==> src/rtl/pictl_pkg.sv <==
// Shared widths, register indexes and stage types for the PI controller core.
package pictl_pkg;

    localparam int GAIN_FRAC_BITS_DEF = 8;

    localparam int SAMPLE_W   = 16;
    localparam int ERR_W      = 17;
    localparam int DRIVE_W    = 16;
    localparam int INTEG_W    = 32;
    localparam int GAIN_W     = 16;
    localparam int INT_LIM_W  = 31;
    localparam int OUT_LIM_W  = 15;
    localparam int CFG_IDX_W  = 3;
    localparam int CFG_DATA_W = 31;

    // error times a gain, before the fractional shift
    localparam int PROD_W = ERR_W + GAIN_W + 1;

    localparam logic [CFG_IDX_W-1:0] REG_MODE      = 3'd0;
    localparam logic [CFG_IDX_W-1:0] REG_KP        = 3'd1;
    localparam logic [CFG_IDX_W-1:0] REG_KI        = 3'd2;
    localparam logic [CFG_IDX_W-1:0] REG_INT_LIMIT = 3'd3;
    localparam logic [CFG_IDX_W-1:0] REG_OUT_LIMIT = 3'd4;

    localparam logic MODE_CURRENT = 1'b0;
    localparam logic MODE_SPEED   = 1'b1;

    typedef struct packed {
        logic                 mode;
        logic [GAIN_W-1:0]    kp;
        logic [GAIN_W-1:0]    ki;
        logic [INT_LIM_W-1:0] int_limit;
        logic [OUT_LIM_W-1:0] out_limit;
    } t_cfg;

    // front end to integrator stage
    typedef struct packed {
        logic                     vld;
        logic signed [ERR_W-1:0]  err;
        logic signed [PROD_W-1:0] prop;
        logic signed [PROD_W-1:0] inc;
    } t_s2;

    // integrator stage to back end
    typedef struct packed {
        logic                      vld;
        logic signed [ERR_W-1:0]   err;
        logic signed [PROD_W-1:0]  prop;
        logic signed [INTEG_W-1:0] acc;
    } t_s3;

endpackage

==> src/rtl/pictl_cfg.sv <==
// Configuration register file of the PI controller core.
module pictl_cfg (
    input  logic                               i_clk,
    input  logic                               i_rst_n,
    input  logic                               i_cfg_we,
    input  logic [pictl_pkg::CFG_IDX_W-1:0]    i_cfg_idx,
    input  logic [pictl_pkg::CFG_DATA_W-1:0]   i_cfg_data,
    output pictl_pkg::t_cfg                    o_cfg
);
    import pictl_pkg::*;

    t_cfg r_cfg;

    always_ff @(posedge i_clk) begin
        if (!i_rst_n) begin
            r_cfg.mode      <= MODE_CURRENT;
            r_cfg.kp        <= GAIN_W'(256);
            r_cfg.ki        <= '0;
            r_cfg.int_limit <= '0;
            r_cfg.out_limit <= '1;
        end else if (i_cfg_we) begin
            unique case (i_cfg_idx)
                REG_MODE:      r_cfg.mode      <= i_cfg_data[0];
                REG_KP:        r_cfg.kp        <= i_cfg_data[GAIN_W-1:0];
                REG_KI:        r_cfg.ki        <= i_cfg_data[GAIN_W-1:0];
                REG_INT_LIMIT: r_cfg.int_limit <= i_cfg_data[INT_LIM_W-1:0];
                REG_OUT_LIMIT: r_cfg.out_limit <= i_cfg_data[OUT_LIM_W-1:0];
                default: begin
                    // drop writes beyond the register list
                end
            endcase
        end
    end

    assign o_cfg = r_cfg;

endmodule

==> config.mk <==
export PLATFORM = sky130hd
export DESIGN_NAME = pictl_cfg
export DESIGN_NICKNAME = d
export VERILOG_FILES = /design/src/rtl/pictl_pkg.sv /design/src/rtl/pictl_cfg.sv
export SDC_FILE = /design/constraint.sdc
export NUM_CORES = 1
export LEC_CHECK = 0
export BUFFER_PORTS_ARGS = -buffer_cell sky130_fd_sc_hd__buf_2
export CORE_ASPECT_RATIO = 1.1
export CORE_MARGIN = 2
export CORE_UTILIZATION = 44
export DETAILED_ROUTE_END_ITERATION = 6
export MAX_ROUTING_LAYER = met4
export PLACE_DENSITY = 0.77
export SYNTH_ARGS = -nofsm -noshare
export SYNTH_HDL_FRONTEND = slang
export SYNTH_SLANG_ARGS = --single-unit
export TNS_END_PERCENT = 100
==> constraint.sdc <==
create_clock -name i_clk -period 0.8 [get_ports i_clk]
set_input_delay 0.04 -clock i_clk [delete_from_list [all_inputs] [get_ports i_clk]]
set_output_delay 0.04 -clock i_clk [all_outputs]
set_load 0.1 [all_outputs]
==> out/results.ini <==
[status]
status=finished with violations
violations=setup timing

[layout]
nets=495
seq_area_sq_um=1880
syn2layout_area_growth_pct=87.4
fill_cells=360
utilization_pct=84.3
largest_reg_flops=79
n_antenna_cell=0
drive_gt1_share_pct=49.7
multi_input_area_sq_um=1410
post-route-cell-area_sq_um=5840
stdcell_count=548

[clock_tree]
cts_tree=built
cts.clk_slew.worst_paths_ns=0.08
cts_sinks=79
cts_buffers=9
cts_root_buf=clkbuf_8
clockBufferDepth=2
cts-htree-levels=3
clk_latency_ns=0.33

[yosys]
synth_ff_type=dfxtp_1
avgSynthCellArea_sq_um=10.0
yosys_warnings=0
synthesis.nets=348
ys_types=12
yosysTopAreaCellShare_pct=50.7
syn_inst=311
synth_area_leaders=dfxtp_1 51%, mux2i_1 25%, nand2_1 11%, nor2b_1 6.2%, buf_6 1.8%
seq_area_frac_synth_pct=50.7
ys_ff_latch=79
synthArstFlopShare_pct=0
synth.largest_area_cell=dfxtp_1
syn-cell-area_sq_um=3120
yosysMostFrequentCell=nand2_1
ys_top_cells_by_count=94 x nand2_1, 79 x dfxtp_1, 79 x mux2i_1, 31 x nor2b_1, 8 x buf_2
synth_edf_count=0

[floorplanning]
rows=32
fp.dieW_um=84.3
core_sq_um=6930
die_area_sq_um=7780
num_io_pins=116
die_h_um=92.3
initial_utilization_pct=45.0

[place]
port_buffers=115
routabilityCongestion=0.810
placed_area_sq_um=5300
hpwl_um=6440
dp.cells=498

[timing]
tns_ns=-8.63
fin_crit_ns=0.925
worst_slack_ns=-0.125
finalCritPeriodShare_pct=116
clock_skew_ns=0
rsz0062_at_grt=yes
report.final.slew_viol_count=0
worst_pin_slew_ns=0.448
max_freq_mhz=1080
final-setup-viol-count=80
hold_violations=0
max_slew_margin_pct=69.7

[worst_setup_path]
crit_arrival_ns=0.88
path_cells=buf_12
crit_type=register to output pin
worst-path-buf-inv=1
worst_path_max_delay_cell=dfxtp_4
cp_max_fo=2
end_kind=output pin
cpPeakStageDelay_ns=0.38
critPathLaunchType=register
required_ns=0.76
crit_family=flip-flops

[power]
vdd_ir_drop_max_uv=1010
cellPowerDensity_nw_per_um2=1440
power_leakage_nw=2.55
total_power_mw=8.44

[routing]
wl_per_cell_um=17.6
via_count=2756
drt_iter0_markers=81
drcViolationCount=0
wl_um=9670
drt-pass1-iter-count=5
viasPerCell=5.03
ant_nets=0

[run]
maxCapViolCount=0

[global_routing]
globalRouteTotalUtil_pct=25.1
grt_max_degree=42
grt_overflow=0
grt_pass1_vias=2991
antenna_found_initial=0
grt_pass1_wl_um=14800

[worst_hold_path]
min_path_type=primary input to register

routing by layer:
metal / global-route usage [%] / vias up / wire length [um]
li1: - / 1314 / -
met1: 26.6 / 1314 / 3580
met2: 45.6 / 108 / 5210
met3: 6.33 / 20 / 657
met4: 8.20 / 0 / 221
met5: - / - / 0
placed cells by master, fill, tap and decap left out, types with 2 or more instances in the layout:
cell type	synthesis	routed
buf_6	5	5
clkinv_1	0	2
buf_2	8	35
dlygate4sd3_1	0	26
nand2_2	0	3
and4bb_1	2	2
buf_4	3	7
nand2_1	94	90
clkbuf_8	0	9
nor2b_1	31	31
clkinv_2	0	2
dfxtp_4	0	78
mux2i_1	79	79
buf_12	0	86
metrics by stage:
step	hold slack [ns]	setup slack, ns
global placement	0.275	-0.138
global route	0.0366	-0.155
finish	0.0122	-0.125
detailed placement	0.285	-0.221
CTS	0.00229	-0.138
floorplan	0.168	-0.123
cell type report:
type / instances / share of cell area [%]
Sequential cell: 79 / 32.1
Tap cell: 85 / 1.82
Clock buffer: 9 / 2.12
Multi-Input combinational cell: 209 / 24.1
Clock inverter: 7 / 1.09
Timing Repair Buffer: 159 / 38.8
power by group:
group          internal, mW  total, mW  leakage, nW  switching [mW]
Combinational         0.677       1.69         1.77            1.01
Clock                  1.42       2.84       0.0941            1.42
Sequential             3.82       3.91        0.688          0.0954
Total                  5.91       8.44         2.55            2.53
what timing repair did:
action,4_1_cts,5_1_grt
hold buffers,26,0
hold endpoints to repair,30,0
resized for setup,0,10
endpoints found under the setup margin,79,80
buffers inserted,4,4
path summary, 6_finish.rpt:
kind | slack [ns] | endpoint | cells past startpoint | start
max | -0.12 | o_cfg[56] | 1 | o_cfg[56]
min | 0.01 | o_cfg[5] | 3 | i_cfg_data[5]
max reg2reg | -0.01 | o_cfg[77] | 4 | o_cfg[77]
min reg2reg | 0.49 | o_cfg[15] | 2 | o_cfg[15]
cell families (layout without fill, tap and decap cells):
| logic type | Yosys count | in the layout | synth area share, % |
|---|---|---|---|
| simple gates | 130 | 130 | 19.3 |
| mux | 79 | 79 | 25.4 |
| flops | 79 | 79 | 50.7 |
| buf+inv | 23 | 175 | 4.65 |
Power figures use the tool's default switching activity.
