<file path="config.mk">
export PLATFORM = sky130hd
export DESIGN_NAME = pictl_front
export DESIGN_NICKNAME = d
export VERILOG_FILES = /design/src/rtl/pictl_pkg.sv /design/src/rtl/pictl_front.sv
export SDC_FILE = /design/constraint.sdc
export NUM_CORES = 2
export LEC_CHECK = 0
export ABC_CLOCK_PERIOD_IN_PS = 9000
export BUFFER_PORTS_ARGS = -buffer_cell sky130_fd_sc_hd__clkbuf_2
export CAP_MARGIN = 5
export CORE_MARGIN = 2
export CORE_UTILIZATION = 50
export DETAILED_ROUTE_END_ITERATION = 10
export GPL_ROUTABILITY_DRIVEN = 0
export PLACE_DENSITY = 0.7
export REMOVE_ABC_BUFFERS = 1
export SKIP_LAST_GASP = 1
export SLEW_MARGIN = 10
export SYNTH_ARGS = -nofsm -noshare
export SYNTH_HDL_FRONTEND = slang
export SYNTH_SLANG_ARGS = --single-unit
</file>
<file path="constraint.sdc">
create_clock -name i_clk -period 9 [get_ports i_clk]
set_input_delay 0.45 -clock i_clk [delete_from_list [all_inputs] [get_ports i_clk]]
set_output_delay 0.45 -clock i_clk [all_outputs]
set_load 0.01 [all_outputs]
</file>
<file path="src/rtl/pictl_pkg.sv">
// Shared widths, register indexes and stage types for the PI controller core.
package pictl_pkg;

    localparam int GAIN_FRAC_BITS_DEF = 8;

    localparam int SAMPLE_W   = 16;
    localparam int ERR_W      = 17;
    localparam int DRIVE_W    = 16;
    localparam int INTEG_W    = 32;
    localparam int GAIN_W     = 16;
    localparam int INT_LIM_W  = 31;
    localparam int OUT_LIM_W  = 15;
    localparam int CFG_IDX_W  = 3;
    localparam int CFG_DATA_W = 31;

    // error times a gain, before the fractional shift
    localparam int PROD_W = ERR_W + GAIN_W + 1;

    localparam logic [CFG_IDX_W-1:0] REG_MODE      = 3'd0;
    localparam logic [CFG_IDX_W-1:0] REG_KP        = 3'd1;
    localparam logic [CFG_IDX_W-1:0] REG_KI        = 3'd2;
    localparam logic [CFG_IDX_W-1:0] REG_INT_LIMIT = 3'd3;
    localparam logic [CFG_IDX_W-1:0] REG_OUT_LIMIT = 3'd4;

    localparam logic MODE_CURRENT = 1'b0;
    localparam logic MODE_SPEED   = 1'b1;

    typedef struct packed {
        logic                 mode;
        logic [GAIN_W-1:0]    kp;
        logic [GAIN_W-1:0]    ki;
        logic [INT_LIM_W-1:0] int_limit;
        logic [OUT_LIM_W-1:0] out_limit;
    } t_cfg;

    // front end to integrator stage
    typedef struct packed {
        logic                     vld;
        logic signed [ERR_W-1:0]  err;
        logic signed [PROD_W-1:0] prop;
        logic signed [PROD_W-1:0] inc;
    } t_s2;

    // integrator stage to back end
    typedef struct packed {
        logic                      vld;
        logic signed [ERR_W-1:0]   err;
        logic signed [PROD_W-1:0]  prop;
        logic signed [INTEG_W-1:0] acc;
    } t_s3;

endpackage

</file>
<file path="src/rtl/pictl_front.sv">
// Input register, error and the two error-times-gain products; in speed mode the increment is the error itself.
module pictl_front #(
    parameter int GAIN_FRAC_BITS = pictl_pkg::GAIN_FRAC_BITS_DEF
) (
    input  logic                                  i_clk,
    input  logic                                  i_rst_n,
    input  logic                                  i_en,
    input  pictl_pkg::t_cfg                       i_cfg,
    input  logic                                  i_vld,
    input  logic signed [pictl_pkg::SAMPLE_W-1:0] i_target,
    input  logic signed [pictl_pkg::SAMPLE_W-1:0] i_measured,
    output pictl_pkg::t_s2                        o_s2
);
    import pictl_pkg::*;

    logic                       r_vld1;
    logic signed [SAMPLE_W-1:0] r_target;
    logic signed [SAMPLE_W-1:0] r_measured;

    logic                     r_vld2;
    logic signed [ERR_W-1:0]  r_err;
    logic signed [PROD_W-1:0] r_prop;
    logic signed [PROD_W-1:0] r_inc;

    logic signed [ERR_W-1:0]  n_err;
    logic signed [PROD_W-1:0] n_prod_p;
    logic signed [PROD_W-1:0] n_prod_i;
    logic signed [PROD_W-1:0] n_prop;
    logic signed [PROD_W-1:0] n_inc;

    always_comb begin
        n_err    = {r_target[SAMPLE_W-1], r_target} - {r_measured[SAMPLE_W-1], r_measured};
        n_prod_p = n_err * $signed({1'b0, i_cfg.kp});
        n_prod_i = n_err * $signed({1'b0, i_cfg.ki});
        // arithmetic shift floors, as the gain format asks
        n_prop   = n_prod_p >>> GAIN_FRAC_BITS;
        if (i_cfg.mode == MODE_SPEED) begin
            n_inc = {{(PROD_W-ERR_W){n_err[ERR_W-1]}}, n_err};
        end else begin
            n_inc = n_prod_i >>> GAIN_FRAC_BITS;
        end
    end

    always_ff @(posedge i_clk) begin
        if (!i_rst_n) begin
            r_vld1 <= 1'b0;
            r_vld2 <= 1'b0;
        end else if (i_en) begin
            r_vld1 <= i_vld;
            r_vld2 <= r_vld1;
        end
    end

    always_ff @(posedge i_clk) begin
        if (i_en) begin
            r_target   <= i_target;
            r_measured <= i_measured;
            r_err      <= n_err;
            r_prop     <= n_prop;
            r_inc      <= n_inc;
        end
    end

    assign o_s2 = '{vld: r_vld2, err: r_err, prop: r_prop, inc: r_inc};

endmodule

</file>
==> impl_results.md <==
- Largest net degree at the start of global routing: 68
- Pre-antenna DRT Iters: 7
- Post-Route WL: 54700 um
- Distinct cells, synth: 68
- Critical path type: flip-flop to flip-flop
- Min Tclk post-route: 8530 ps
- Status: finished, final reports clean
- Die height: 226 um
- Synthesized area per cell: 9.64 sq um
- Initial antenna violation count: 2
- I/O Buffers: 154
- Overflow after GRT: 0
- Max Cap Viol: 0
- Commonest non-fill, non-tap cell in the layout: inv_1
- 1st-iter DRT viols: 845
- Cts hold-fix bufs: 0
- Clk sinks: 103
- Commonest cells after routing, fill and taps aside: inv_1, fa_1, nand2_1
- Worst path slowest cell: fa_1
- Gr busiest metal: met2
- IO Pins: 201
- Period utilization: 0.948
- Core outline area: 48700 sq um
- Die area: 51000 sq um
- Clock root cell: clkbuf_16
- Setup TNS: 0 ps
- Worst-Skew Late Latency: 410 ps
- CP Capture Type: flip-flop
- Final Max Slew Viols: 0
- Clock slew at reported path FFs: 80 ps
- Unrepaired setup endpoints after global routing: false
- Max Buffers Root-to-Sink: 2
- Routed wire per std cell: 16.4 um
- Final Skew: 13.1 ps
- Via count: 16899
- GRT Total Usage: 0.232
- Ys async rst share: 0
- Proportion of synthesized chip area in sequential cells: 0.125
- Critical R2R Capture: r_inc[32]
- CP Capture Point: r_inc[32]
- Via density: 5.06
- DRC Markers: 0
- F_max: 0.117 GHz
- DP HPWL: 44700 um
- Worst-margin pin slew: 861 ps
- Final setup viols: 0
- Arrival @ worst endpoint: 8650 ps
- Met2 Usage GRT: 0.421
- First-pass GRT wire length: 92500 um
- CP max FO: 4
- Starting Density: 0.505
- # H-tree levels: 3
- Worst reg-to-reg path cell count: 32
- Yosys reg bits: 103
- Vias in the first global route: 18954
- Post-Syn Area: 24600 sq um
- ANT nets after route: 0
- P&R area growth vs syn: 8.18%
- Number of flops mapped to enable cells by yosys: 101
- Synth Instances: 2556
- Crit-path most repeated cell: fa_1
- GR Util met1: 0.283
- Layout cells sized above 1: 0.102
- Worst EP required: 9120 ps
- Met3 GRT Util: 0.0336
- Final Net Count: 3521
- R2r setup slk: 470 ps
- DP Area: 26300 sq um
- Synth warn: 0
- TritonCTS clock tree: done
- Max transition margin: 0.426
- Hold WC Path Type: input port to flip-flop
- Crit path launch: r_measured[0]
- CP Launch Type: flip-flop
- Row Count: 81
- Number of CTS-inserted buffers: 9
- Most used DFF post-synth: edfxtp_1
- Worst r2r src: r_measured[0]
- Final Hold Viols: 0
- Post-route cell area: 26600 sq um
- DIE WIDTH: 226 um
- Crit-path max cell delay: 540 ps
final cells by class:
class                      instances  area, sq um
antenna                            1         2.50
clock buffer                       9          225
clock inverter                     7         81.3
fill                            4352        22100
inverter                         708         2660
multi-input combinational       1632        18500
sequential                       103         3070
tap                              664          831
timing repair buffer             217         1310
stage by stage:
step / hold WS (ps) / setup WS, ps / utilization / cells
floorplan: 482 / 585 / - / 2443
global placement: 495 / 305 / 0.539 / 3316
detailed placement: 510 / 167 / 0.539 / 3316
CTS: 188 / 102 / 0.545 / 3332
global route: 200 / 7.61 / 0.547 / 3341
finish: 216 / 469 / 0.547 / 3341
flip-flops by register name, summed over array words and instances (netlist names):
register / count
r_target: 16
r_vld1: 1
r_err: 17
r_inc: 26
r_prop: 26
r_measured: 16
r_vld2: 1
worst min path at each step:
stage                        from             to  slack (ps)  cells after the start
floorplan                  r_vld1         r_vld1         480                      2
global route        i_measured[5]  r_measured[5]         200                      1
detailed placement         r_vld2         r_vld2         510                      2
global placement           r_vld1         r_vld1         490                      2
CTS                 i_measured[5]  r_measured[5]         190                      1
finish                i_target[3]    r_target[3]         220                      1
metal layers:
layer	part of all wire	vias to the layer above
met3	0.046	89
met2	0.53	393
met5	0.00015	-
li1	-	7659
met4	0.028	2
met1	0.40	8756
cells by family after synthesis:
| family | Yosys count | share of synthesized area |
|---|---|---|
| buf+inv | 821 | 0.130 |
| fa+ha+maj | 740 | 0.543 |
| mux | 7 | 0.00300 |
| xor+xnor | 78 | 0.0280 |
| compound gates | 145 | 0.0404 |
| flops | 103 | 0.125 |
| simple gates | 662 | 0.131 |
cells in the mapped netlist (3+ instances only):
master | count | area (sq um)
inv_1 | 705 | 2650
fa_1 | 549 | 11000
nand2_1 | 335 | 1260
and2_1 | 200 | 1250
ha_1 | 186 | 2330
edfxtp_1 | 101 | 3030
clkbuf_1 | 82 | 308
xnor2_1 | 56 | 490
nor2b_1 | 47 | 294
a21oi_1 | 39 | 195
o21ai_0 | 31 | 155
nor2_1 | 26 | 97.6
xor2_1 | 21 | 184
buf_4 | 17 | 128
a21o_1 | 12 | 90.1
buf_2 | 11 | 55.1
nand3_1 | 10 | 50.1
and3_1 | 9 | 56.3
nor3_1 | 9 | 45.0
o21a_1 | 9 | 67.6
o21bai_1 | 7 | 52.6
or3_1 | 7 | 43.8
a21oi_2 | 6 | 52.6
o31ai_1 | 6 | 45.0
maj3_1 | 5 | 50.1
mux2i_1 | 4 | 40.0
nand4_1 | 4 | 25.0
a21boi_0 | 3 | 22.5
a221o_1 | 3 | 30.0
a31oi_1 | 3 | 18.8
mux2_2 | 3 | 33.8
nand2b_1 | 3 | 18.8
o211ai_1 | 3 | 22.5
worst max-delay path, delay by kind of cell, from the launching register on:
family                     cells  cell delay, ps
buffers and inverters          6             640
and+or+nand+nor                3             490
DFF                            1             380
xor gates and xnor gates       1             250
adders and majority gates      9            4080
muxes                          1             110
AOI/OAI and AO/OA             12            2290
timing repair:
action	in CTS	in global routing
gates resized for setup	0	2
setup endpoints to repair	0	15
setup buffers	0	8
Power is not shown: default switching activity piles up to over one toggle a cycle in this logic, so the estimate is an artifact.
