[src/rtl/pictl_pkg.sv]
// Shared widths, register indexes and stage types for the PI controller core.
package pictl_pkg;

    localparam int GAIN_FRAC_BITS_DEF = 8;

    localparam int SAMPLE_W   = 16;
    localparam int ERR_W      = 17;
    localparam int DRIVE_W    = 16;
    localparam int INTEG_W    = 32;
    localparam int GAIN_W     = 16;
    localparam int INT_LIM_W  = 31;
    localparam int OUT_LIM_W  = 15;
    localparam int CFG_IDX_W  = 3;
    localparam int CFG_DATA_W = 31;

    // error times a gain, before the fractional shift
    localparam int PROD_W = ERR_W + GAIN_W + 1;

    localparam logic [CFG_IDX_W-1:0] REG_MODE      = 3'd0;
    localparam logic [CFG_IDX_W-1:0] REG_KP        = 3'd1;
    localparam logic [CFG_IDX_W-1:0] REG_KI        = 3'd2;
    localparam logic [CFG_IDX_W-1:0] REG_INT_LIMIT = 3'd3;
    localparam logic [CFG_IDX_W-1:0] REG_OUT_LIMIT = 3'd4;

    localparam logic MODE_CURRENT = 1'b0;
    localparam logic MODE_SPEED   = 1'b1;

    typedef struct packed {
        logic                 mode;
        logic [GAIN_W-1:0]    kp;
        logic [GAIN_W-1:0]    ki;
        logic [INT_LIM_W-1:0] int_limit;
        logic [OUT_LIM_W-1:0] out_limit;
    } t_cfg;

    // front end to integrator stage
    typedef struct packed {
        logic                     vld;
        logic signed [ERR_W-1:0]  err;
        logic signed [PROD_W-1:0] prop;
        logic signed [PROD_W-1:0] inc;
    } t_s2;

    // integrator stage to back end
    typedef struct packed {
        logic                      vld;
        logic signed [ERR_W-1:0]   err;
        logic signed [PROD_W-1:0]  prop;
        logic signed [INTEG_W-1:0] acc;
    } t_s3;

endpackage

[src/rtl/pictl_back.sv]
// Integral term scaling (speed mode only), drive sum, output clamp and result register.
module pictl_back #(
    parameter int GAIN_FRAC_BITS = pictl_pkg::GAIN_FRAC_BITS_DEF
) (
    input  logic                                 i_clk,
    input  logic                                 i_rst_n,
    input  logic                                 i_en,
    input  pictl_pkg::t_cfg                      i_cfg,
    input  pictl_pkg::t_s3                       i_s3,
    output logic                                 o_vld,
    output logic signed [pictl_pkg::DRIVE_W-1:0] o_drive,
    output logic signed [pictl_pkg::ERR_W-1:0]   o_err
);
    import pictl_pkg::*;

    localparam int MUL_W = INTEG_W + GAIN_W + 1;
    localparam int SUM_W = MUL_W + 2;

    logic                     r_vld4;
    logic signed [MUL_W-1:0]  r_term;
    logic signed [PROD_W-1:0] r_prop;
    logic signed [ERR_W-1:0]  r_err4;

    logic                      r_vld5;
    logic signed [DRIVE_W-1:0] r_drive;
    logic signed [ERR_W-1:0]   r_err5;

    logic signed [MUL_W-1:0]   n_mul;
    logic signed [MUL_W-1:0]   n_term;
    logic signed [SUM_W-1:0]   n_sum;
    logic signed [SUM_W-1:0]   n_lim;
    logic signed [DRIVE_W-1:0] n_drive;

    always_comb begin
        n_mul = i_s3.acc * $signed({1'b0, i_cfg.ki});
        if (i_cfg.mode == MODE_SPEED) begin
            n_term = n_mul >>> GAIN_FRAC_BITS;
        end else begin
            n_term = {{(MUL_W-INTEG_W){i_s3.acc[INTEG_W-1]}}, i_s3.acc};
        end
    end

    always_comb begin
        n_sum = {{(SUM_W-MUL_W){r_term[MUL_W-1]}}, r_term}
              + {{(SUM_W-PROD_W){r_prop[PROD_W-1]}}, r_prop};
        n_lim = $signed({{(SUM_W-OUT_LIM_W){1'b0}}, i_cfg.out_limit});
        priority if (n_sum > n_lim) begin
            n_drive = n_lim[DRIVE_W-1:0];
        end else if (n_sum < -n_lim) begin
            n_drive = DRIVE_W'(-n_lim);
        end else begin
            n_drive = n_sum[DRIVE_W-1:0];
        end
    end

    always_ff @(posedge i_clk) begin
        if (!i_rst_n) begin
            r_vld4 <= 1'b0;
            r_vld5 <= 1'b0;
        end else if (i_en) begin
            r_vld4 <= i_s3.vld;
            r_vld5 <= r_vld4;
        end
    end

    always_ff @(posedge i_clk) begin
        if (i_en) begin
            r_term  <= n_term;
            r_prop  <= i_s3.prop;
            r_err4  <= i_s3.err;
            r_drive <= n_drive;
            r_err5  <= r_err4;
        end
    end

    assign o_vld   = r_vld5;
    assign o_drive = r_drive;
    assign o_err   = r_err5;

endmodule

[config.mk]
export PLATFORM = sky130hd
export DESIGN_NAME = pictl_back
export DESIGN_NICKNAME = d
export VERILOG_FILES = /design/src/rtl/pictl_pkg.sv /design/src/rtl/pictl_back.sv
export SDC_FILE = /design/constraint.sdc
export NUM_CORES = 2
export LEC_CHECK = 0
export BUFFER_PORTS_ARGS = -buffer_cell sky130_fd_sc_hd__buf_4
export CAP_MARGIN = 0
export CELL_PAD_IN_SITES_DETAIL_PLACEMENT = 1
export CELL_PAD_IN_SITES_GLOBAL_PLACEMENT = 1
export CORE_ASPECT_RATIO = 1.4
export CORE_UTILIZATION = 30
export CTS_BUF_LIST = sky130_fd_sc_hd__clkbuf_16
export DETAILED_ROUTE_END_ITERATION = 8
export PLACE_DENSITY_LB_ADDON = 0.1
export RECOVER_POWER = 25
export SYNTH_ARGS = -nofsm -noshare
export SYNTH_HDL_FRONTEND = slang
export SYNTH_SLANG_ARGS = --single-unit
[constraint.sdc]
create_clock -name i_clk -period 8.45 [get_ports i_clk]
set_input_delay 0 -clock i_clk [delete_from_list [all_inputs] [get_ports i_clk]]
set_output_delay 0 -clock i_clk [all_outputs]
set_load 0.05 [all_outputs]
==> impl_metrics.toml <==
[detailed_routing]
routed_wl_um = 83060
detail-route-antenna-nets = 0
vias = 19650
vias_per_cell = 4.709
drt-wirelength-per-cell_um = 19.90
drt_iter0_drc = 550
remaining_drc_errors = 0
drtPass1Iterations = 4

[setup_path]
cp_data_arrival_time_ns = 7.27
critical_path.endpoint = "r_term[25]"
r2r_slack_ns = 2.19
reg2reg_depth = 22
crit_start = "i_cfg[53]"
r2r_end = "o_drive[0]"
required_ns = 8.64
crit_type = "input port to register"
crit_path_start_kind = "input port"
worstPathMaxFanout = 32
end_kind = "register"
r2r-start = "r_term[0]"

[clock_tree]
clockBufferDepth = 2
clkTransAtPathRegs_ns = 0.06
post_cts_resized = 0
cts_tree = "yes"
ctsRootBufferMaster = "clkbuf_16"
ctsHtreeMaxLevel = 4
clock_latency_ns = 0.45
cts_buffers = 17
cts_sinks = 127

[floorplan]
coreArea_um2 = 88290
die_w_um = 254.3
io_pins = 200
rows = 129
dieArea_um2 = 90330
dieHeight_um = 355.2
initial_core_util_pct = 30.28

[worst_hold_path]
hp-class = "input port to register"

[run_status]
failed_checks = "capacitance limit, slew limit"
status = "finished, violations left"

[sta]
fin_crit_ns = 7.073
fin_tns_setup_ns = 0
fin_worst_skew_ns = 0.008082
max_slew_margin_pct = -199.4
slew_violations = 79
tightest_slew_ns = 4.490
fmax_mhz = 141.4
setup_violations = 0
grt_setup_unrepaired = "false"
hold_viol = 0
fin_crit_sh_pct = 83.71

[grt]
grt_usage_pct = 18.94
grt_pass1_wl_um = 130800
grt_remaining_overflow = 0
grt_antenna_before_repair = 0
grt_max_degree = 79
grt_pass1_vias = 23290

[cells_and_area]
n_antenna_cell = 0
filler_cell_count = 10140
syn2layout_area_growth_pct = 12.95
layout_common_cells = "inv_1, fa_1, nand2_1, and2_1, ha_1"
drive_gt1_share_pct = 8.381
nets = 3859
final_common_cell = "inv_1"

[logic_synthesis]
synth-seq-cells = 127
synth_top_area_cell = "fa_1"
synthFlopType = "edfxtp_1"
synth.net_count = 3722
synth_cell_types = 81
yosys.area.top_type_share_pct = 36.54
ys_async_sr_fraction_pct = 0
yosysWarningCount = 0
syn_avg_cell_area_um2 = 9.397
synth_edf_count = 125
yosysSeqAreaShare_pct = 14.19
synth_area_leaders = "fa_1, edfxtp_1, ha_1, inv_1, and2_1"
synth_area_um2 = 26730
syn_inst = 2845

[place]
gp_congestion = 0.8295
io_buffers = 152
dp.final_hpwl_um = 67090

[flow_run]
cap_violations = 1
[sequential cells by signal, indices dropped and copies added, names as in the netlist]
register and flops:
r_term 41, o_vld 1, r_vld4 1, o_drive 16, r_prop 34, r_err4 17
o_err 17
[per-stage QoR]
stage	hold slack, ns	instance area (µm²)	utilization, %	worst slack [ns]	instances
3_3_place_gp	0.1801	28990	32.84	1.030	4075
4_1_cts	0.05230	30210	34.22	1.296	4174
5_1_grt	0.08151	30200	34.20	1.017	4174
3_5_place_dp	0.1797	28990	32.84	0.8622	4075
2_1_floorplan	0.09887	26730	-	2.013	2845
6_report	0.07943	30200	34.20	1.377	4174
[area by class of cell]
type / count / area, µm² / share of cell area, %
clock inverters: 15 / 123.9 / 0.4102
clock buffers: 17 / 425.4 / 1.409
multi-input cells: 1961 / 20080 / 66.51
inverters: 647 / 2429 / 8.043
repair buffers: 228 / 1864 / 6.174
well taps: 1179 / 1475 / 4.885
flip-flops and latches: 127 / 3794 / 12.56
[logic make-up (layout without fill, tap and decap cells)]
kind of cell | Yosys count | count (layout) | synth area share (%)
adder cells (fa/ha/maj) | 711 | 711 | 46.98
AND/OR/NAND/NOR | 798 | 798 | 15.02
multiplexers | 45 | 45 | 1.853
buffers and inverters | 757 | 907 | 10.68
AO/OA/AOI/OAI | 311 | 311 | 8.130
XOR/XNOR | 96 | 96 | 3.145
flip-flops | 127 | 127 | 14.19
[per-layer routing]
metal	global-route usage, %	routed length [µm]
met1	21.99	33890
met2	37.15	46300
met3	0.8777	1377
met4	4.759	1494
met5	0	0
[cell usage after synthesis, drive strengths merged (12+ instances only)]
cell type and number:
a21o 48, a21oi 94, and2 250, and3 34, clkbuf 103, edfxtp 125, fa 488, ha 223
inv 646, mux2 36, nand2 334, nand3 16, nand4 30, nor2 67, nor2b 15, nor3 19
o211ai 15, o21ai 66, o21bai 12, xnor2 66, xor2 30
[worst min-delay path by stage]
stage,start,to,slack (ns),cells past startpoint
2_1_floorplan,i_s3[66],r_err4[0],0.1,0
5_1_grt,i_s3[30],r_term[30],0.08,3
3_3_place_gp,i_s3[75],r_err4[9],0.18,1
3_5_place_dp,i_s3[72],r_err4[6],0.18,1
6_report,i_s3[30],r_term[30],0.08,3
4_1_cts,i_s3[30],r_term[30],0.05,3
[worst max-delay path, cell delays in order]
cell and delay [ns]:
buf_4 0.23, and2_1 0.23, fa_1 0.53, inv_1 0.06
fa_1 0.58, fa_1 0.45, fa_1 0.50, inv_1 0.06
fa_1 0.54, inv_1 0.06, fa_1 0.54, inv_1 0.04
ha_1 0.34, nand3_1 0.13, nor2_1 0.16, a211o_1 0.15
a31o_2 0.21, or4b_1 0.62, a2111oi_1 0.66, o21ai_0 0.26
a21boi_0 0.34, nor2_1 0.10, xnor2_1 0.13, mux2_2 0.27
[timing repair]
action	4_1_cts	5_1_grt
hold endpoints to repair	67	0
setup buffers	0	0
hold buffers	67	0
Power is not shown: default switching activity piles up to over one toggle a cycle in this logic, so the estimate is an artifact.
