<file path="config.mk">
export PLATFORM = sky130hd
export DESIGN_NAME = pictl_integ
export DESIGN_NICKNAME = d
export VERILOG_FILES = /design/src/rtl/pictl_pkg.sv /design/src/rtl/pictl_integ.sv
export SDC_FILE = /design/constraint.sdc
export NUM_CORES = 1
export LEC_CHECK = 0
export BUFFER_PORTS_ARGS = -buffer_cell sky130_fd_sc_hd__buf_4
export CORE_ASPECT_RATIO = 0.5
export CORE_UTILIZATION = 52
export CTS_CLUSTER_DIAMETER = 30
export CTS_CLUSTER_SIZE = 8
export DETAILED_ROUTE_END_ITERATION = 8
export HOLD_SLACK_MARGIN = 0.15
export PLACE_DENSITY = 0.82
export SETUP_SLACK_MARGIN = 0.3
export SYNTH_ARGS = -nofsm -noshare
export SYNTH_HDL_FRONTEND = slang
export SYNTH_SLANG_ARGS = --single-unit
</file>
<file path="constraint.sdc">
create_clock -name i_clk -period 7.8 [get_ports i_clk]
set_input_delay 1.56 -clock i_clk [delete_from_list [all_inputs] [get_ports i_clk]]
set_output_delay 1.56 -clock i_clk [all_outputs]
set_load 0.01 [all_outputs]
</file>
<file path="src/rtl/pictl_pkg.sv">
// Shared widths, register indexes and stage types for the PI controller core.
package pictl_pkg;

    localparam int GAIN_FRAC_BITS_DEF = 8;

    localparam int SAMPLE_W   = 16;
    localparam int ERR_W      = 17;
    localparam int DRIVE_W    = 16;
    localparam int INTEG_W    = 32;
    localparam int GAIN_W     = 16;
    localparam int INT_LIM_W  = 31;
    localparam int OUT_LIM_W  = 15;
    localparam int CFG_IDX_W  = 3;
    localparam int CFG_DATA_W = 31;

    // error times a gain, before the fractional shift
    localparam int PROD_W = ERR_W + GAIN_W + 1;

    localparam logic [CFG_IDX_W-1:0] REG_MODE      = 3'd0;
    localparam logic [CFG_IDX_W-1:0] REG_KP        = 3'd1;
    localparam logic [CFG_IDX_W-1:0] REG_KI        = 3'd2;
    localparam logic [CFG_IDX_W-1:0] REG_INT_LIMIT = 3'd3;
    localparam logic [CFG_IDX_W-1:0] REG_OUT_LIMIT = 3'd4;

    localparam logic MODE_CURRENT = 1'b0;
    localparam logic MODE_SPEED   = 1'b1;

    typedef struct packed {
        logic                 mode;
        logic [GAIN_W-1:0]    kp;
        logic [GAIN_W-1:0]    ki;
        logic [INT_LIM_W-1:0] int_limit;
        logic [OUT_LIM_W-1:0] out_limit;
    } t_cfg;

    // front end to integrator stage
    typedef struct packed {
        logic                     vld;
        logic signed [ERR_W-1:0]  err;
        logic signed [PROD_W-1:0] prop;
        logic signed [PROD_W-1:0] inc;
    } t_s2;

    // integrator stage to back end
    typedef struct packed {
        logic                      vld;
        logic signed [ERR_W-1:0]   err;
        logic signed [PROD_W-1:0]  prop;
        logic signed [INTEG_W-1:0] acc;
    } t_s3;

endpackage

</file>
<file path="src/rtl/pictl_integ.sv">
// Integrator register: add the increment and clamp to the integrator limit.
module pictl_integ (
    input  logic            i_clk,
    input  logic            i_rst_n,
    input  logic            i_en,
    input  pictl_pkg::t_cfg i_cfg,
    input  pictl_pkg::t_s2  i_s2,
    output pictl_pkg::t_s3  o_s3
);
    import pictl_pkg::*;

    localparam int SUM_W = PROD_W + 1;

    logic signed [INTEG_W-1:0] r_integ;
    logic                      r_vld;
    logic signed [ERR_W-1:0]   r_err;
    logic signed [PROD_W-1:0]  r_prop;

    logic signed [SUM_W-1:0]   n_sum;
    logic signed [SUM_W-1:0]   n_lim;
    logic signed [INTEG_W-1:0] n_integ;

    always_comb begin
        n_sum = {{(SUM_W-INTEG_W){r_integ[INTEG_W-1]}}, r_integ}
              + {i_s2.inc[PROD_W-1], i_s2.inc};
        n_lim = $signed({{(SUM_W-INT_LIM_W){1'b0}}, i_cfg.int_limit});
        priority if (n_sum > n_lim) begin
            n_integ = n_lim[INTEG_W-1:0];
        end else if (n_sum < -n_lim) begin
            n_integ = INTEG_W'(-n_lim);
        end else begin
            n_integ = n_sum[INTEG_W-1:0];
        end
    end

    always_ff @(posedge i_clk) begin
        if (!i_rst_n) begin
            r_integ <= '0;
            r_vld   <= 1'b0;
        end else if (i_en) begin
            r_vld <= i_s2.vld;
            // advance the integrator only on a real item
            if (i_s2.vld) begin
                r_integ <= n_integ;
            end
        end
    end

    always_ff @(posedge i_clk) begin
        if (i_en) begin
            r_err  <= i_s2.err;
            r_prop <= i_s2.prop;
        end
    end

    assign o_s3 = '{vld: r_vld, err: r_err, prop: r_prop, acc: r_integ};

endmodule

</file>
==> out/metrics.csv <==
metric;value;unit
status;finished, final reports clean;
worst endpoint data arrival time;7270;ps
layout cells sized above 1;0.243;
CTS Buf Count;9;
Vias;7618;
setup bufs post-CTS;0;
Reg power frac;0.298;
crit path time final;7040;ps
count of flip-flops with a built-in enable after synthesis;51;
Tcrit/Tclk final;0.903;
Synth Flop Type;edfxtp_1;
wire length per cell;19.0;um
1st-iter DRT viols;857;
clock root cell;clkbuf_16;
Area growth syn-to-layout;26.1;%
crit-path leading delay family;compound AO/OA/AOI/OAI gates;
worst setup path category;in -> reg;
sequential-to-total area share from yosys stat;0.290;
critical-path cell list;buf_4 -> ha_1 -> inv_1 -> fa_1 -> nand2b_1 -> a21o_1 -> a31oi_1 -> o21ai_1 -> o211a_2 -> o21ai_2 -> a21o_1 -> a21oi_1 -> xnor2_1 -> ha_1 -> a21o_1 -> a21o_1 -> a21oi_1 -> nand3_1 -> nor4_1 -> o221ai_2 -> o21ai_2 -> buf_4 -> o21ai_0 -> o221a_2;
Setup Viol. Count Final;0;
setup TNS;0;ps
Hold Fails Final Rpt;0;
Worst-Skew Late Latency;340;ps
Psw;0.678;mW
slowest CP cell;o21ai_2;
Total GRT Usage;0.306;
Die W;173;um
WHS;491;ps
Starting Density;0.546;
initial antenna violation count;0;
Critical Path RT;8030;ps
VDD IR-drop max;0.121;mV
post-CTS sizing;0;
clk sinks;84;
vias in the first global route;7011;
Leak Pwr;4.40;nW
Internal Power;1.11;mW
# rows;30;
htree depth;3;
total of max-cap violations;0;
Worst setup SP type;input port;
total grt overflow;0;
commonest non-fill, non-tap cell in the layout;buf_4;
largest net degree at the start of global routing;55;
die area;15100;um^2
Core ar.;13900;um^2
Slew headroom;0.386;
antenna-violating nets left;0;
vias per std cell;6.13;
Port Buffers;203;
Max clock buf depth;2;
# hold bufs at CTS;0;
clock network fraction of total power;0.246;
final setup margin;758;ps
f_max;142;MHz
Die H;87.3;um
final WL;23600;um
Placer Congestion;0.976;
Mapped Area;7560;um^2
I/O Pins;252;
Final nets;1313;
Hold WC Path Type;reg -> reg;
register bit total from synthesis;84;
fraction of registers with async set/reset;0;
actual slew at the worst max-slew pin;919;ps
fillers;1132;
commonest non-fill, non-tap cells in the layout;buf_4, ha_1, a21oi_1;
post-synthesis cell type count;74;
Syn Inst Count;859;
Post-Syn Nets;1126;
CP peak stage delay;500;ps
most used cell, CP;a21o_1;
Detailed Routing Iterations Pass 1;7;
syn avg cell area;8.81;um^2
dpl hpwl;18700;um
Crit path buffers/inverters;3;
Worst Clk Skew;6.14;ps
CP Capture Type;flop;
first-pass GRT wire length;36600;um
Logic pwr share;0.456;
Final Max Tran Viols;0;
switching share of power;0.379;
Reg clk slew, reported paths;70;ps
ANT cells;0;
power per cell area;188;nW/um^2
Synth warnings;0;
pre-CTS setup slack;635;ps
CTS tree;done;
RSZ-0062 raised after global routing;false;
DRC viols;0;
crit path max fanout;9;
path summary, 6_finish.rpt:
kind	cells past startpoint	slack (ps)	endpoint	start
setup / recovery	24	760	r_integ[2]	i_s2[0]
setup reg to reg	23	1690	r_integ[2]	r_integ[0]
hold / removal	2	490	r_vld	r_vld
hold reg to reg	2	490	r_vld	r_vld
worst register-to-register path, stage by stage, from the launching register on:
cell and delay, ps:
dfxtp_1 350, ha_1 210, inv_1 70, fa_1 430
nand2b_1 200, a21o_1 200, a31oi_1 300, o21ai_1 270
o211a_2 380, o21ai_2 260, a21o_1 160, a21oi_1 80
xnor2_1 360, ha_1 320, a21o_1 170, a21o_1 180
a21oi_1 210, nand3_1 110, nor4_1 440, o221ai_2 220
o21ai_2 500, buf_4 280, o21ai_0 90, o221a_2 240
flip-flops by register name (all words and copies together), names as in the netlist:
register	flops
r_prop	34
r_integ	32
r_err	17
r_vld	1
power groups by stage:
stage	combinational, mW	sequential, mW	clock [mW]
2_1_floorplan	0.515	0.558	0
3_3_place_gp	0.769	0.542	0
3_5_place_dp	0.795	0.544	0
4_1_cts	0.802	0.534	0.447
5_1_grt	0.890	0.538	0.470
6_report	0.816	0.534	0.440
layout make-up:
| cell class | count | area, um^2 | share of cell area |
|---|---|---|---|
| sequential | 84 | 2190 | 0.230 |
| clock buffer | 10 | 229 | 0.0240 |
| multi-input combinational | 667 | 4930 | 0.516 |
| inverter | 74 | 278 | 0.0291 |
| clock inverter | 6 | 73.8 | 0.00774 |
| tap | 192 | 240 | 0.0252 |
| timing repair buffer | 210 | 1600 | 0.168 |
logic make-up after synthesis:
kind of cell,share of synthesized area
muxes,0.0293
buffers and inverters,0.0590
xor gates and xnor gates,0.0703
AOI/OAI and AO/OA,0.229
DFF,0.290
adders and majority gates,0.165
and+or+nand+nor,0.158
per-layer routing:
metal	global-route usage	vias up	routed length, um
li1	-	3587	-
met1	0.408	3556	10200
met2	0.523	428	10700
met3	0.0476	47	2230
met4	0.0755	0	419
met5	0	-	0
synthesized netlist by cell type, types with 3 or more instances:
| library cell | instances | share of area |
|---|---|---|
| a32o_1 | 18 | 0.024 |
| xnor2_1 | 43 | 0.050 |
| edfxtp_1 | 51 | 0.20 |
| nor4_1 | 8 | 0.0066 |
| nor3_1 | 18 | 0.012 |
| and3_1 | 5 | 0.0041 |
| ha_1 | 98 | 0.16 |
| xor2_1 | 12 | 0.014 |
| o21a_1 | 9 | 0.0089 |
| clkbuf_1 | 23 | 0.011 |
| buf_2 | 6 | 0.0040 |
| nor2b_1 | 11 | 0.0091 |
| dfxtp_1 | 33 | 0.087 |
| nor3_2 | 5 | 0.0066 |
| buf_6 | 4 | 0.0060 |
| mux2i_1 | 21 | 0.028 |
| a31oi_1 | 13 | 0.011 |
| o31ai_1 | 4 | 0.0040 |
| o21ai_0 | 34 | 0.022 |
| or3_1 | 8 | 0.0066 |
| nor2_1 | 44 | 0.022 |
| inv_1 | 72 | 0.036 |
| o21ai_1 | 7 | 0.0046 |
| nand4_1 | 22 | 0.018 |
| a21o_1 | 19 | 0.019 |
| a221oi_1 | 3 | 0.0035 |
| or4_1 | 3 | 0.0030 |
| nand3_1 | 22 | 0.015 |
| nand2b_1 | 5 | 0.0041 |
| nand2_1 | 72 | 0.036 |
| o211ai_1 | 12 | 0.012 |
| o221a_2 | 5 | 0.0074 |
| and4_1 | 4 | 0.0046 |
| a21oi_2 | 4 | 0.0046 |
| a211oi_1 | 9 | 0.0089 |
| a21oi_1 | 82 | 0.054 |
through the flow:
| step | std cells | instance area, um^2 | util | power, mW |
|---|---|---|---|---|
| floorplan | 859 | 7560 | - | 1.07 |
| global placement | 1227 | 9240 | 0.667 | 1.31 |
| detailed placement | 1227 | 9240 | 0.667 | 1.34 |
| CTS | 1243 | 9540 | 0.689 | 1.78 |
| global route | 1243 | 9540 | 0.689 | 1.90 |
| finish | 1243 | 9540 | 0.689 | 1.79 |
No activity file was read; power rests on OpenSTA's default activity.
